==> src/rtl/rfr_pkg.sv <==
// ----------------------------------------------------------------------------
// rfr_pkg
// Shared types, widths and constants of the rotating ring generator.
// ----------------------------------------------------------------------------
package rfr_pkg;

  localparam int unsigned DEPTH_DEF     = 8;
  localparam int unsigned WORD_BITS_DEF = 29;

  localparam int unsigned CMD_W   = 3;
  localparam int unsigned SEED_W  = 8;
  localparam int unsigned SIDES_W = 30;
  localparam int unsigned VALUE_W = 29;
  localparam int unsigned CELL_W  = 32;

  localparam logic [CELL_W-1:0] BYTE_MASK = 32'h0000_00FF;
  localparam logic [CELL_W-1:0] HALF_MASK = 32'h0000_FFFF;

  localparam int unsigned MAX_RETRIES = 4096;
  localparam int unsigned TRY_W       = $clog2(MAX_RETRIES + 1);

  typedef enum logic [CMD_W-1:0] {
    CMD_CLEAR  = 3'd0,
    CMD_ABSORB = 3'd1,
    CMD_BYTE   = 3'd2,
    CMD_HALF   = 3'd3,
    CMD_WORD   = 3'd4,
    CMD_DICE   = 3'd5
  } cmd_e;

  typedef enum logic [1:0] {
    RING_HOLD,
    RING_CLEAR,
    RING_ADD,
    RING_SPIN
  } ring_op_e;

  typedef enum logic [2:0] {
    RES_BYTE,
    RES_HALF,
    RES_WORD,
    RES_ZERO,
    RES_REM
  } res_sel_e;

  typedef struct packed {
    ring_op_e ring_op;
    logic     load_sides;
    logic     div_start;
    logic     div_cell;
    logic     res_load;
    res_sel_e res_sel;
  } dp_cmd_t;

  typedef struct packed {
    logic sides_zero;
    logic sides_over;
    logic div_done;
    logic below_limit;
    logic slot_free;
  } dp_sts_t;

endpackage

==> src/rtl/rfr_cmd_if.sv <==
// ----------------------------------------------------------------------------
// rfr_cmd_if
// Command channel: one beat carries a command and its operands.
// ----------------------------------------------------------------------------
interface rfr_cmd_if;
  logic                        valid;
  logic                        ready;
  logic [rfr_pkg::CMD_W-1:0]   command;
  logic [rfr_pkg::SEED_W-1:0]  seed_byte;
  logic [rfr_pkg::SIDES_W-1:0] sides;

  modport source (output valid, command, seed_byte, sides, input ready);
  modport sink   (input valid, command, seed_byte, sides, output ready);
endinterface

==> src/rtl/rfr_res_if.sv <==
// ----------------------------------------------------------------------------
// rfr_res_if
// Result channel: one beat carries a drawn value or dice result.
// ----------------------------------------------------------------------------
interface rfr_res_if;
  logic                        valid;
  logic                        ready;
  logic [rfr_pkg::VALUE_W-1:0] value;

  modport source (output valid, value, input ready);
  modport sink   (input valid, value, output ready);
endinterface

==> src/rtl/rfr_div.sv <==
// ----------------------------------------------------------------------------
// rfr_div
// Restoring remainder unit, one dividend bit per cycle.
// ----------------------------------------------------------------------------
module rfr_div #(
  parameter int unsigned DIV_W = rfr_pkg::WORD_BITS_DEF + 1
) (
  input  logic                        clk_i,
  input  logic                        rst_ni,
  input  logic                        start_i,
  input  logic [rfr_pkg::CELL_W-1:0]  dividend_i,
  input  logic [rfr_pkg::SIDES_W-1:0] divisor_i,
  output logic                        done_o,
  output logic [rfr_pkg::SIDES_W-1:0] rem_o
);
  import rfr_pkg::*;

  localparam int unsigned CNT_W = $clog2(DIV_W + 1);

  logic               busy_q;
  logic               done_q;
  logic [CNT_W-1:0]   cnt_q;
  logic [DIV_W-1:0]   dvd_q;
  logic [SIDES_W-1:0] rem_q;
  logic [SIDES_W:0]   trial;
  logic [SIDES_W:0]   diff;

  assign trial = {rem_q, dvd_q[DIV_W-1]};
  assign diff  = trial - {1'b0, divisor_i};

  always_ff @(posedge clk_i or negedge rst_ni) begin
    if (!rst_ni) begin
      busy_q <= 1'b0;
      done_q <= 1'b0;
      cnt_q  <= '0;
    end else if (start_i) begin
      busy_q <= 1'b1;
      done_q <= 1'b0;
      cnt_q  <= CNT_W'(DIV_W);
    end else if (busy_q) begin
      cnt_q <= cnt_q - 1'b1;
      if (cnt_q == CNT_W'(1)) begin
        busy_q <= 1'b0;
        done_q <= 1'b1;
      end
    end
  end

  always_ff @(posedge clk_i) begin
    if (start_i) begin
      dvd_q <= dividend_i[DIV_W-1:0];
      rem_q <= '0;
    end else if (busy_q) begin
      dvd_q <= dvd_q << 1;
      if (trial >= {1'b0, divisor_i}) begin
        rem_q <= diff[SIDES_W-1:0];
      end else begin
        rem_q <= trial[SIDES_W-1:0];
      end
    end
  end

  assign done_o = done_q;
  assign rem_o  = rem_q;

endmodule

==> src/rtl/rfr_dp.sv <==
// ----------------------------------------------------------------------------
// rfr_dp
// Datapath: cell ring with spin and absorb, operand and result registers.
// ----------------------------------------------------------------------------
module rfr_dp #(
  parameter int unsigned DEPTH     = rfr_pkg::DEPTH_DEF,
  parameter int unsigned WORD_BITS = rfr_pkg::WORD_BITS_DEF
) (
  input  logic                        clk_i,
  input  logic                        rst_ni,
  input  rfr_pkg::dp_cmd_t            cmd_i,
  output rfr_pkg::dp_sts_t            sts_o,
  input  logic [rfr_pkg::SEED_W-1:0]  seed_byte_i,
  input  logic [rfr_pkg::SIDES_W-1:0] sides_i,
  input  logic                        res_ready_i,
  output logic                        res_valid_o,
  output logic [rfr_pkg::VALUE_W-1:0] res_value_o
);
  import rfr_pkg::*;

  localparam int unsigned IDX_W = (DEPTH > 1) ? $clog2(DEPTH) : 1;
  localparam logic [CELL_W-1:0] SPAN      = 32'd1 << WORD_BITS;
  localparam logic [CELL_W-1:0] CELL_MASK = SPAN - 32'd1;
  localparam logic [CELL_W-1:0] TOP_BIT   = 32'd1 << (WORD_BITS - 1);

  logic [CELL_W-1:0]  cells_q [DEPTH];
  logic [CELL_W-1:0]  cells_d [DEPTH];
  logic [CELL_W-1:0]  spun    [DEPTH];
  logic [CELL_W-1:0]  added   [DEPTH];
  logic [IDX_W-1:0]   aidx_q, aidx_d;
  logic [CELL_W-1:0]  seed_ext;
  logic [SIDES_W-1:0] sides_q;
  logic               res_valid_q;
  logic [VALUE_W-1:0] res_q;
  logic [VALUE_W-1:0] res_d;
  logic [CELL_W-1:0]  cell0;
  logic [CELL_W-1:0]  limit;
  logic               div_done;
  logic [SIDES_W-1:0] rem;

  assign cell0    = cells_q[0];
  assign seed_ext = {{(CELL_W - SEED_W){seed_byte_i[SEED_W-1]}}, seed_byte_i};

  for (genvar i = 0; i < DEPTH; i++) begin : g_cell
    localparam int unsigned N1 = (i + 1) % DEPTH;
    localparam int unsigned N2 = (i + 2) % DEPTH;
    logic [CELL_W-1:0] rot;
    assign rot      = (cells_q[N2] >> 1) | (cells_q[N2][0] ? TOP_BIT : '0);
    assign spun[i]  = (cells_q[N1] + rot) & CELL_MASK;
    assign added[i] = cells_q[i] + ((aidx_q == IDX_W'(i)) ? seed_ext : '0);
  end

  always_comb begin
    cells_d = cells_q;
    aidx_d  = aidx_q;
    case (cmd_i.ring_op)
      RING_CLEAR: begin
        for (int i = 0; i < DEPTH; i++) cells_d[i] = '0;
        aidx_d = '0;
      end
      RING_ADD: begin
        cells_d = added;
        aidx_d  = (aidx_q == IDX_W'(DEPTH - 1)) ? '0 : aidx_q + 1'b1;
      end
      RING_SPIN: cells_d = spun;
      default: ;
    endcase
  end

  always_ff @(posedge clk_i or negedge rst_ni) begin
    if (!rst_ni) begin
      for (int i = 0; i < DEPTH; i++) cells_q[i] <= '0;
      aidx_q      <= '0;
      res_valid_q <= 1'b0;
    end else begin
      cells_q <= cells_d;
      aidx_q  <= aidx_d;
      if (cmd_i.res_load) begin
        res_valid_q <= 1'b1;
      end else if (res_ready_i) begin
        res_valid_q <= 1'b0;
      end
    end
  end

  rfr_div #(
    .DIV_W (WORD_BITS + 1)
  ) u_div (
    .clk_i      (clk_i),
    .rst_ni     (rst_ni),
    .start_i    (cmd_i.div_start),
    .dividend_i (cmd_i.div_cell ? cell0 : SPAN),
    .divisor_i  (sides_q),
    .done_o     (div_done),
    .rem_o      (rem)
  );

  assign limit = SPAN - CELL_W'(rem);

  always_comb begin
    case (cmd_i.res_sel)
      RES_BYTE: res_d = VALUE_W'(cell0 & BYTE_MASK);
      RES_HALF: res_d = VALUE_W'(cell0 & HALF_MASK);
      RES_WORD: res_d = cell0[VALUE_W-1:0];
      RES_REM:  res_d = rem[VALUE_W-1:0];
      default:  res_d = '0;
    endcase
  end

  always_ff @(posedge clk_i) begin
    if (cmd_i.load_sides) sides_q <= sides_i;
    if (cmd_i.res_load)   res_q   <= res_d;
  end

  assign sts_o.sides_zero  = (sides_q == '0);
  assign sts_o.sides_over  = (CELL_W'(sides_q) > SPAN);
  assign sts_o.div_done    = div_done;
  assign sts_o.below_limit = (cell0 < limit);
  assign sts_o.slot_free   = !res_valid_q || res_ready_i;

  assign res_valid_o = res_valid_q;
  assign res_value_o = res_q;

endmodule

==> src/rtl/rfr_ctrl.sv <==
// ----------------------------------------------------------------------------
// rfr_ctrl
// Command sequencer: decodes beats and steps ring, divider and output.
// ----------------------------------------------------------------------------
module rfr_ctrl (
  input  logic                      clk_i,
  input  logic                      rst_ni,
  input  logic                      cmd_valid_i,
  input  logic [rfr_pkg::CMD_W-1:0] cmd_code_i,
  output logic                      cmd_ready_o,
  output rfr_pkg::dp_cmd_t          dp_cmd_o,
  input  rfr_pkg::dp_sts_t          dp_sts_i
);
  import rfr_pkg::*;

  typedef enum logic [2:0] {
    ST_IDLE,
    ST_SPIN,
    ST_DICE,
    ST_DSPAN,
    ST_CHECK,
    ST_DCELL,
    ST_EMIT
  } state_e;

  state_e           state_q, state_d;
  res_sel_e         sel_q, sel_d;
  logic [TRY_W-1:0] tries_q, tries_d;

  always_comb begin
    state_d  = state_q;
    sel_d    = sel_q;
    tries_d  = tries_q;
    dp_cmd_o = '{ring_op: RING_HOLD, load_sides: 1'b0, div_start: 1'b0,
                 div_cell: 1'b0, res_load: 1'b0, res_sel: sel_q};
    case (state_q)
      ST_IDLE: begin
        if (cmd_valid_i) begin
          case (cmd_e'(cmd_code_i))
            CMD_CLEAR:  dp_cmd_o.ring_op = RING_CLEAR;
            CMD_ABSORB: begin
              dp_cmd_o.ring_op = RING_ADD;
              state_d          = ST_SPIN;
            end
            CMD_BYTE, CMD_HALF, CMD_WORD: begin
              dp_cmd_o.ring_op = RING_SPIN;
              state_d          = ST_EMIT;
              case (cmd_e'(cmd_code_i))
                CMD_BYTE: sel_d = RES_BYTE;
                CMD_HALF: sel_d = RES_HALF;
                default:  sel_d = RES_WORD;
              endcase
            end
            CMD_DICE: begin
              dp_cmd_o.load_sides = 1'b1;
              state_d             = ST_DICE;
            end
            default: ;
          endcase
        end
      end
      ST_SPIN: begin
        dp_cmd_o.ring_op = RING_SPIN;
        state_d          = ST_IDLE;
      end
      ST_DICE: begin
        tries_d = '0;
        if (dp_sts_i.sides_zero) begin
          dp_cmd_o.ring_op = RING_SPIN;
          sel_d            = RES_ZERO;
          state_d          = ST_EMIT;
        end else if (dp_sts_i.sides_over) begin
          dp_cmd_o.ring_op = RING_SPIN;
          sel_d            = RES_WORD;
          state_d          = ST_EMIT;
        end else begin
          dp_cmd_o.div_start = 1'b1;
          state_d            = ST_DSPAN;
        end
      end
      ST_DSPAN: begin
        if (dp_sts_i.div_done) begin
          dp_cmd_o.ring_op = RING_SPIN;
          state_d          = ST_CHECK;
        end
      end
      ST_CHECK: begin
        if (dp_sts_i.below_limit || (tries_q >= TRY_W'(MAX_RETRIES))) begin
          dp_cmd_o.div_start = 1'b1;
          dp_cmd_o.div_cell  = 1'b1;
          state_d            = ST_DCELL;
        end else begin
          dp_cmd_o.ring_op = RING_SPIN;
          tries_d          = tries_q + 1'b1;
        end
      end
      ST_DCELL: begin
        if (dp_sts_i.div_done) begin
          sel_d   = RES_REM;
          state_d = ST_EMIT;
        end
      end
      ST_EMIT: begin
        if (dp_sts_i.slot_free) begin
          dp_cmd_o.res_load = 1'b1;
          state_d           = ST_IDLE;
        end
      end
      default: state_d = ST_IDLE;
    endcase
  end

  always_ff @(posedge clk_i or negedge rst_ni) begin
    if (!rst_ni) begin
      state_q <= ST_IDLE;
      sel_q   <= RES_ZERO;
      tries_q <= '0;
    end else begin
      state_q <= state_d;
      sel_q   <= sel_d;
      tries_q <= tries_d;
    end
  end

  assign cmd_ready_o = (state_q == ST_IDLE);

endmodule

==> src/rtl/rotating_fibonacci_ring_rng.sv <==
// ----------------------------------------------------------------------------
// rotating_fibonacci_ring_rng
// Lagged-Fibonacci style generator over a ring of DEPTH cells.
// ----------------------------------------------------------------------------
// One command beat is taken at a time; a finished result sits in an output
// register, so the next command is taken while it waits. Clear empties the
// ring, absorb adds the seed byte and then spins, and each draw spins and
// then loads the output register. Dice with zero sides or sides above
// 2^WORD_BITS spins the ring once; otherwise the one-bit-per-cycle remainder
// unit runs once for the acceptance limit and once for the final remainder,
// with a ring spin for each candidate drawn. The ring is held in flip-flops
// and is zero right after reset, with no clearing pass.
// ----------------------------------------------------------------------------
module rotating_fibonacci_ring_rng #(
  parameter int unsigned DEPTH     = rfr_pkg::DEPTH_DEF,
  parameter int unsigned WORD_BITS = rfr_pkg::WORD_BITS_DEF
) (
  input  logic      clk_i,
  input  logic      rst_ni,
  rfr_cmd_if.sink   cmd_i,
  rfr_res_if.source res_o
);
  import rfr_pkg::*;

  dp_cmd_t dp_cmd;
  dp_sts_t dp_sts;

  rfr_ctrl u_ctrl (
    .clk_i       (clk_i),
    .rst_ni      (rst_ni),
    .cmd_valid_i (cmd_i.valid),
    .cmd_code_i  (cmd_i.command),
    .cmd_ready_o (cmd_i.ready),
    .dp_cmd_o    (dp_cmd),
    .dp_sts_i    (dp_sts)
  );

  rfr_dp #(
    .DEPTH     (DEPTH),
    .WORD_BITS (WORD_BITS)
  ) u_dp (
    .clk_i       (clk_i),
    .rst_ni      (rst_ni),
    .cmd_i       (dp_cmd),
    .sts_o       (dp_sts),
    .seed_byte_i (cmd_i.seed_byte),
    .sides_i     (cmd_i.sides),
    .res_ready_i (res_o.ready),
    .res_valid_o (res_o.valid),
    .res_value_o (res_o.value)
  );

endmodule

==> src/flat_wrapper.sv <==
// flat-port wrapper written by rule: the top's interface ports become plain ports
module rotating_fibonacci_ring_rng_flat import rfr_pkg::*;
#(
  parameter int unsigned DEPTH     = rfr_pkg::DEPTH_DEF,
  parameter int unsigned WORD_BITS = rfr_pkg::WORD_BITS_DEF
)
  (clk_i, rst_ni, cmd_i_valid, cmd_i_command, cmd_i_seed_byte, cmd_i_sides, cmd_i_ready, res_o_valid, res_o_value, res_o_ready);
  rfr_cmd_if cmd_i_i ();
  rfr_res_if res_o_i ();
  input  logic clk_i;
  input  logic rst_ni;
  input wire logic [$bits(cmd_i_i.valid)-1:0] cmd_i_valid;
  input wire logic [$bits(cmd_i_i.command)-1:0] cmd_i_command;
  input wire logic [$bits(cmd_i_i.seed_byte)-1:0] cmd_i_seed_byte;
  input wire logic [$bits(cmd_i_i.sides)-1:0] cmd_i_sides;
  output wire logic [$bits(cmd_i_i.ready)-1:0] cmd_i_ready;
  output wire logic [$bits(res_o_i.valid)-1:0] res_o_valid;
  output wire logic [$bits(res_o_i.value)-1:0] res_o_value;
  input wire logic [$bits(res_o_i.ready)-1:0] res_o_ready;
  assign cmd_i_i.valid = cmd_i_valid;
  assign cmd_i_i.command = cmd_i_command;
  assign cmd_i_i.seed_byte = cmd_i_seed_byte;
  assign cmd_i_i.sides = cmd_i_sides;
  assign cmd_i_ready = cmd_i_i.ready;
  assign res_o_valid = res_o_i.valid;
  assign res_o_value = res_o_i.value;
  assign res_o_i.ready = res_o_ready;
  rotating_fibonacci_ring_rng #(.DEPTH(DEPTH), .WORD_BITS(WORD_BITS)) u_core (.clk_i(clk_i), .rst_ni(rst_ni), .cmd_i(cmd_i_i), .res_o(res_o_i));
endmodule
==> config.mk <==
export PLATFORM = sky130hd
export DESIGN_NAME = rotating_fibonacci_ring_rng_flat
export DESIGN_NICKNAME = d
export VERILOG_FILES = /design/src/rtl/rfr_pkg.sv /design/src/rtl/rfr_cmd_if.sv /design/src/rtl/rfr_res_if.sv /design/src/rtl/rfr_div.sv /design/src/rtl/rfr_dp.sv /design/src/rtl/rfr_ctrl.sv /design/src/rtl/rotating_fibonacci_ring_rng.sv /design/src/flat_wrapper.sv
export SDC_FILE = /design/constraint.sdc
export NUM_CORES = 2
export LEC_CHECK = 0
export ABC_AREA = 0
export BUFFER_PORTS_ARGS = -buffer_cell sky130_fd_sc_hd__buf_2
export CORE_ASPECT_RATIO = 1.5
export CORE_MARGIN = 3
export CORE_UTILIZATION = 51
export CTS_BUF_LIST = sky130_fd_sc_hd__clkbuf_4
export CTS_CLUSTER_SIZE = 25
export DETAILED_ROUTE_END_ITERATION = 10
export GPL_ROUTABILITY_DRIVEN = 0
export PLACE_DENSITY_LB_ADDON = 0.15
export SLEW_MARGIN = 20
export SYNTH_ARGS = -nofsm -noshare
export SYNTH_HDL_FRONTEND = slang
export SYNTH_SLANG_ARGS = --single-unit
==> constraint.sdc <==
create_clock -name clk_i -period 11.6 [get_ports clk_i]
set_input_delay 2.32 -clock clk_i [delete_from_list [all_inputs] [get_ports clk_i]]
set_output_delay 2.32 -clock clk_i [all_outputs]
set_load 0.005 [all_outputs]
Word-level counts from Yosys, hierarchy flattened
Cells that the tools add are included.
Word-level totals
  RAM bits: 0
  memories kept: 0
  latch bits: 0
  bits of input ports: 45
  output and inout bits: 31
  bits in read-only memories: 0
  flip-flop bits (word level): 405
  logic and storage cells: 174
Operators by class
  divide/modulo/power cells: 0
  equality and inequality tests: 34
  bitwise operators: 8
  reductions and logical operators: 20
  add/subtract/negate cells: 21
  mux-type cells: 67
  $mul: 0
  shift operators: 0
  $lt $le $gt $ge: 4
Operators by type and width (count)
  $pmux 256 s3: 1
  $add 32x32->32: 8
  $mux 32: 8
  $add 29x29->29: 8
  $mux 29: 8
  $or 29x29->29: 8
  $mux 30: 4
  $pmux 29 s4: 1
  $mux 3: 13
  $lt 32x32->1: 1
  $ge 31x30->1: 1
  $sub 30x30->31 const A: 1
  $eq 3x3->1 const B: 10
  $gt 30x30->1 const B: 1
  $logic_not 30->1: 1
  $sub 30x30->30: 1
  $pmux 13 s2: 1
  $eq 3x2->1 const B: 7
  $pmux 3 s3: 2
  $pmux 3 s6: 1
  $mux 1: 15
  $add 13x1->13 const B: 1
  $ge 13x13->1 const B: 1
  $mux 13: 1
  26 further kinds: 50

Depth between registers and ports, before layout
  word-level depth: 7
  depth in mapped cells: 29
  mapped depth without buffers: 26

Cells and area by module
Synthesis repeated with hierarchy kept, for this count alone.
Unflattened totals
  cell total of the unflattened synthesis: 5555
  area, all modules: 43256.5 um^2
By module, submodules not included
  rfr_dp: instances 1, cells an instance 4876, sequential area each 7927.6 um^2, area each 37075.6 um^2
  rfr_div: instances 1, cells an instance 533, sequential area each 1676.6 um^2, area each 4927.2 um^2
  rfr_ctrl: instances 1, cells an instance 146, sequential area each 478.0 um^2, area each 1253.7 um^2

Worst setup path after synthesis
No wires, ideal clock.
  path kind: input -> register
  start: input port cmd_i_seed_byte[7]
  end: register u_core.u_dp.cells_q[123] in the netlist's numbering
  cell stages on the path: 13
  setup time: 0.126 ns
  path buffers: 1
  arrival: 5.373 ns
  setup slack: 6.101 ns
  data required time: 11.474 ns
  cells stage by stage: clkbuf_1 and3_1 ha_1 a21o_1 a21o_1 a21o_1 a211o_1 a21o_1 a31oi_2 o21ai_1 a31oi_1 xnor2_1 a221o_1
On the way
  word-level cells in the longest chain between the ends: 3
Ends and longest elaborated chain
  from (decl): RTL line flat_wrapper.sv:14  | input wire logic [$bits(cmd_i_i.seed_byte)-1:0] cmd_i_seed_byte;
  $mux 32: RTL line rfr_dp.sv:50  | assign added[i] = cells_q[i] + ((aidx_q == IDX_W'(i)) ? seed_ext : '0);
  $add 32x32->32: RTL line rfr_dp.sv:50
  $pmux 256 s3: RTL line rfr_dp.sv:56  | case (cmd_i.ring_op)
  to (signal assigned): RTL line rfr_dp.sv:76  | cells_q <= cells_d;
  to (decl): RTL line rfr_dp.sv:26  | logic [CELL_W-1:0] cells_q [DEPTH];
No other way between the ends.
A chain may end at the register's enable or synchronous reset.

Final worst setup path
  start: register u_core.u_dp.u_div.rem_q[2] (netlist: u_core.u_dp.u_div.rem_o[2])
  end: register u_core.u_dp.cells_q[154] in the netlist's numbering
On the way
  word-level cells in the longest chain between the ends: 7
  elaborated cells on any way between the ends: 10
  classes of those cells: 1 x add/sub; 1 x order compare; 3 x eq/ne; 3 x mux; 2 x reduce/logical
Ends and longest elaborated chain
  from (decl): RTL line rfr_div.sv:24  | logic [SIDES_W-1:0] rem_q;
  from (signal assigned): RTL line rfr_div.sv:56  | rem_q <= diff[SIDES_W-1:0];
  from (signal assigned): RTL line rfr_div.sv:58  | rem_q <= trial[SIDES_W-1:0];
  $sub 30x30->31 *: RTL line rfr_dp.sv:98  | assign limit = SPAN - CELL_W'(rem);
  $lt 32x32->1 *: RTL line rfr_dp.sv:118  | assign sts_o.below_limit = (cell0 < limit);
  $logic_or 1x1->1 *: RTL line rfr_ctrl.sv:88  | if (dp_sts_i.below_limit || (tries_q >= TRY_W'(MAX_RETRIES))) begin
  $mux 2 *: RTL line rfr_ctrl.sv:88
  $pmux 2 s5 *: RTL line rfr_ctrl.sv:36  | case (state_q)
  $eq 2x2->1 or $eq 2x1->1 (tied branches): RTL line rfr_dp.sv:56
  $pmux 256 s3 or $reduce_bool 3->1 (tied branches)
Mark *: on every way between the ends. The rest lies on a longest branch, timed or not.

==> impl_metrics.yaml <==
placed_design:
  place_hpwl_mm: 110.1
  placed_cell_area_um2: 43580
  io_buffer_count: 75
power:
  pwr-share-clk_pct: 11.5
  total_leakage_power_nw: 22.22
  ir_drop_mv: 0.2009
  p_per_area_nw_per_um2: 260.1
  swShare_pct: 53.71
  design_power_total_mw: 11.70
  power.share.combinational_pct: 64.8
  p_seq_share_pct: 23.6
  p_sw_mw: 6.285
  intPower_mw: 5.417
synth:
  avgSynthCellArea_um2: 8.289
  synth_seq_cells: 391
  yosysMostFrequentCell: "ha_1"
  netlist_area_um2: 42310
  synth_top_family_by_area: "compound AO/OA/AOI/OAI gates"
  synthTopCellsByArea: "dfrtp_1, ha_1, edfxtp_1, a21oi_1, xnor2_1"
  synthMuxAreaShare_pct: 0.8429
  ys.flop_type: "dfrtp_1"
  synth-simple-area-share_pct: 14.68
  synth-compound-area-share_pct: 30.68
  yosysUniqueCellTypes: 113
  yosysWarnings: 0
  synth_xor_area_share_pct: 9.399
  ys_async_sr_fraction_pct: 69.57
  ys_seq_area_share_pct: 23.83
  synth_edf_count: 89
  synth_cells: 5104
  synth_top_cells_by_count: "ha_1, a21oi_1, nand2_1"
  syn_nets: 5698
  synth_top_area_share_pct: 15.97
  synth.largest_area_cell: "dfrtp_1"
  synth-adder-area-share_pct: 16.54
critical_path:
  cp.arrival_ps: 9070
  path_class: "reg2reg"
  worstPathRequired_ps: 12480
  cp-end-kind: "flip-flop"
  r2r_start: "u_core.u_dp.u_div.rem_o[2]$_SDFFE_PN0P_"
  crit_path_end: "u_core.u_dp.cells_q[154]$_DFFE_PN0P_"
  rrSetupSlack_ps: 3410
  critPathMaxFanout: 48
  worstSetupStartpointType: "flip-flop"
  r2r_end: "u_core.u_dp.cells_q[154]$_DFFE_PN0P_"
  setup.worst_path.start: "u_core.u_dp.u_div.rem_o[2]$_SDFFE_PN0P_"
  rr_worst_depth: 26
clock_tree:
  htree_levels: 3
  clock_sinks: 391
  clock_latency_ps: 1070
  cts_hold_buf: 0
  cts_resized: 0
  clockBufferDepth: 3
  clkTransAtPathRegs_ps: 70
  cts_setup_buffers: 0
  root_buffer: "clkbuf_4"
  numCtsBuffers: 109
  cts_tree: "yes"
sta:
  tns_ps: 0
  worst-slew-pin-transition_ps: 1182
  slew_headroom_pct: 21.20
  fin_crit_ps: 8193
  maxSlewViolCount: 0
  max_freq_mhz: 122.1
  finalSetupViolCount: 0
  finalClockSkew_ps: 83.65
  fin_crit_sh_pct: 70.63
  rsz0062_at_grt: "false"
  hold_violations: 0
routing:
  avgRoutedWirePerCell_um: 23.00
  vias: 40159
  viasPerCell: 6.406
  drtPass1Iterations: 5
  route.detailed.drc: 0
  antenna_left: 0
  first_iter_violations: 2638
  drt_wl_total_mm: 144.2
floorplan:
  die_w_um: 241.2
  core_um2: 81680
  die_y_um: 358.7
  die-area_um2: 86510
  start_util_pct: 51.80
  rows: 128
  ios: 76
global_routing:
  grt_pass1_vias: 40918
  grt.busiest_layer: "met2"
  grtUsageTotal_pct: 32.88
  use_met3_pct: 4.665
  met2_usage_pct: 59.07
  antenna_found_initial: 3
  grt_max_degree: 153
  grtUsageMet1_pct: 33.72
  overflow: 0
  grt_first_pass_wirelength_mm: 221.1
layout:
  syn_to_final_growth_pct: 6.329
  drive_gt1_share_pct: 7.124
  final_core_util_pct: 55.07
  fin_nets: 5728
  num-fill-cells: 7817
  final_area_um2: 44980
hold_path:
  hold_class: "reg2reg"
run:
  max_cap_violations: 0
outcome:
  status: "finished clean"
==> logic make-up (layout without fill, tap and decap cells) <==
group / after synthesis / in the layout
AO/OA/AOI/OAI: 1953 / 1953
XOR/XNOR: 454 / 454
adder cells (fa/ha/maj): 549 / 549
buffers and inverters: 443 / 561
flip-flops: 391 / 391
multiplexers: 35 / 35
other: 0 / 7
AND/OR/NAND/NOR: 1279 / 1279
==> worst max-delay path, cell delays in order, from the launching register on <==
cell	delay, ps
dfxtp_1	390
nor3_1	470
nand3_1	300
nor3_2	340
nand2_1	210
or3_1	500
nor3_1	210
xor2_1	100
ha_1	180
a21o_1	170
a21o_1	170
a21oi_1	120
o21ai_0	90
nand2b_1	70
a31oi_1	100
a21oi_2	320
or3_1	170
a21oi_1	110
a211oi_1	540
ha_4	580
clkinv_1	780
buf_4	530
nand2_2	590
buf_4	520
nor3b_1	120
mux2i_1	150
o211ai_1	130
==> power by group through the flow <==
stage / clock network (mW) / registers (mW) / logic (mW)
after floorplan: 0 / 2.32 / 5.72
after global placement: 0 / 2.75 / 7.33
after detailed placement: 0 / 2.76 / 7.42
after CTS: 1.38 / 2.73 / 7.47
after global routing: 1.46 / 2.80 / 8.35
final: 1.35 / 2.77 / 7.59
==> area by class of cell <==
cell class	instances	area (um2)	area share, %
antenna	7	17.52	0.03894
clock buffer	147	1104	2.453
clock inverter	52	282.8	0.6286
inverter	250	938.4	2.086
multi-input combinational	4270	30570	67.97
sequential	391	10080	22.41
tap	1040	1301	2.893
timing repair buffer	112	683.2	1.519
==> per-layer routing <==
layer  vias up  part of all wire [%]
li1      19252                     -
met1     19086                    36
met2      1283                    49
met3       538                   4.9
met4         0                   9.6
met5         -                     0
==> flip-flops by register name, summed over array words and instances (netlist names) <==
signal / flops
u_core.u_ctrl.sel_q: 3
u_core.u_ctrl.state_q: 3
u_core.u_ctrl.tries_q: 13
u_core.u_dp.aidx_q: 3
u_core.u_dp.cell0: 32
u_core.u_dp.cells_q: 210
u_core.u_dp.res_valid_o: 1
u_core.u_dp.res_value_o: 29
u_core.u_dp.sides_q: 30
u_core.u_dp.u_div.busy_q: 1
u_core.u_dp.u_div.cnt_q: 5
u_core.u_dp.u_div.done_o: 1
u_core.u_dp.u_div.dvd_q: 30
u_core.u_dp.u_div.rem_o: 30
==> placed cells by master (no fill, tap or decap), types with 74 or more instances in the layout <==
cell type  instances
a221oi_1          74
buf_2             74
a21oi_1          503
dfrtp_1          270
a21o_1           288
clkbuf_4         147
o21ai_0          386
nand3_1          114
xnor2_1          281
ha_1             529
o21bai_1          79
inv_1            248
a22oi_1          128
xor2_1           173
edfxtp_1          89
nor2_1           268
nand2_1          407
==> how the worst min path moves through the flow <==
stage | to | depth (start not counted) | slack, ps | startpoint
2_1_floorplan | u_core.u_ctrl.tries_q[5]$_DFFE_PN0P_ | 1 | 450 | u_core.u_ctrl.tries_q[5]$_DFFE_PN0P_
3_3_place_gp | u_core.u_ctrl.tries_q[5]$_DFFE_PN0P_ | 1 | 480 | u_core.u_ctrl.tries_q[5]$_DFFE_PN0P_
3_5_place_dp | u_core.u_ctrl.tries_q[5]$_DFFE_PN0P_ | 1 | 490 | u_core.u_ctrl.tries_q[5]$_DFFE_PN0P_
4_1_cts | u_core.u_ctrl.tries_q[5]$_DFFE_PN0P_ | 1 | 500 | u_core.u_ctrl.tries_q[5]$_DFFE_PN0P_
5_1_grt | u_core.u_ctrl.tries_q[5]$_DFFE_PN0P_ | 1 | 530 | u_core.u_ctrl.tries_q[5]$_DFFE_PN0P_
6_report | u_core.u_ctrl.tries_q[5]$_DFFE_PN0P_ | 1 | 500 | u_core.u_ctrl.tries_q[5]$_DFFE_PN0P_
==> through the flow <==
stage	std cells	hold slack [ps]	setup slack, ps
2_1_floorplan	5104	453.8	6101
3_3_place_gp	6062	476.0	3730
3_5_place_dp	6063	494.7	3576
4_1_cts	6262	505.0	3518
5_1_grt	6268	532.7	2818
6_report	6269	501.8	3407
(Power assumes the default switching activity.)
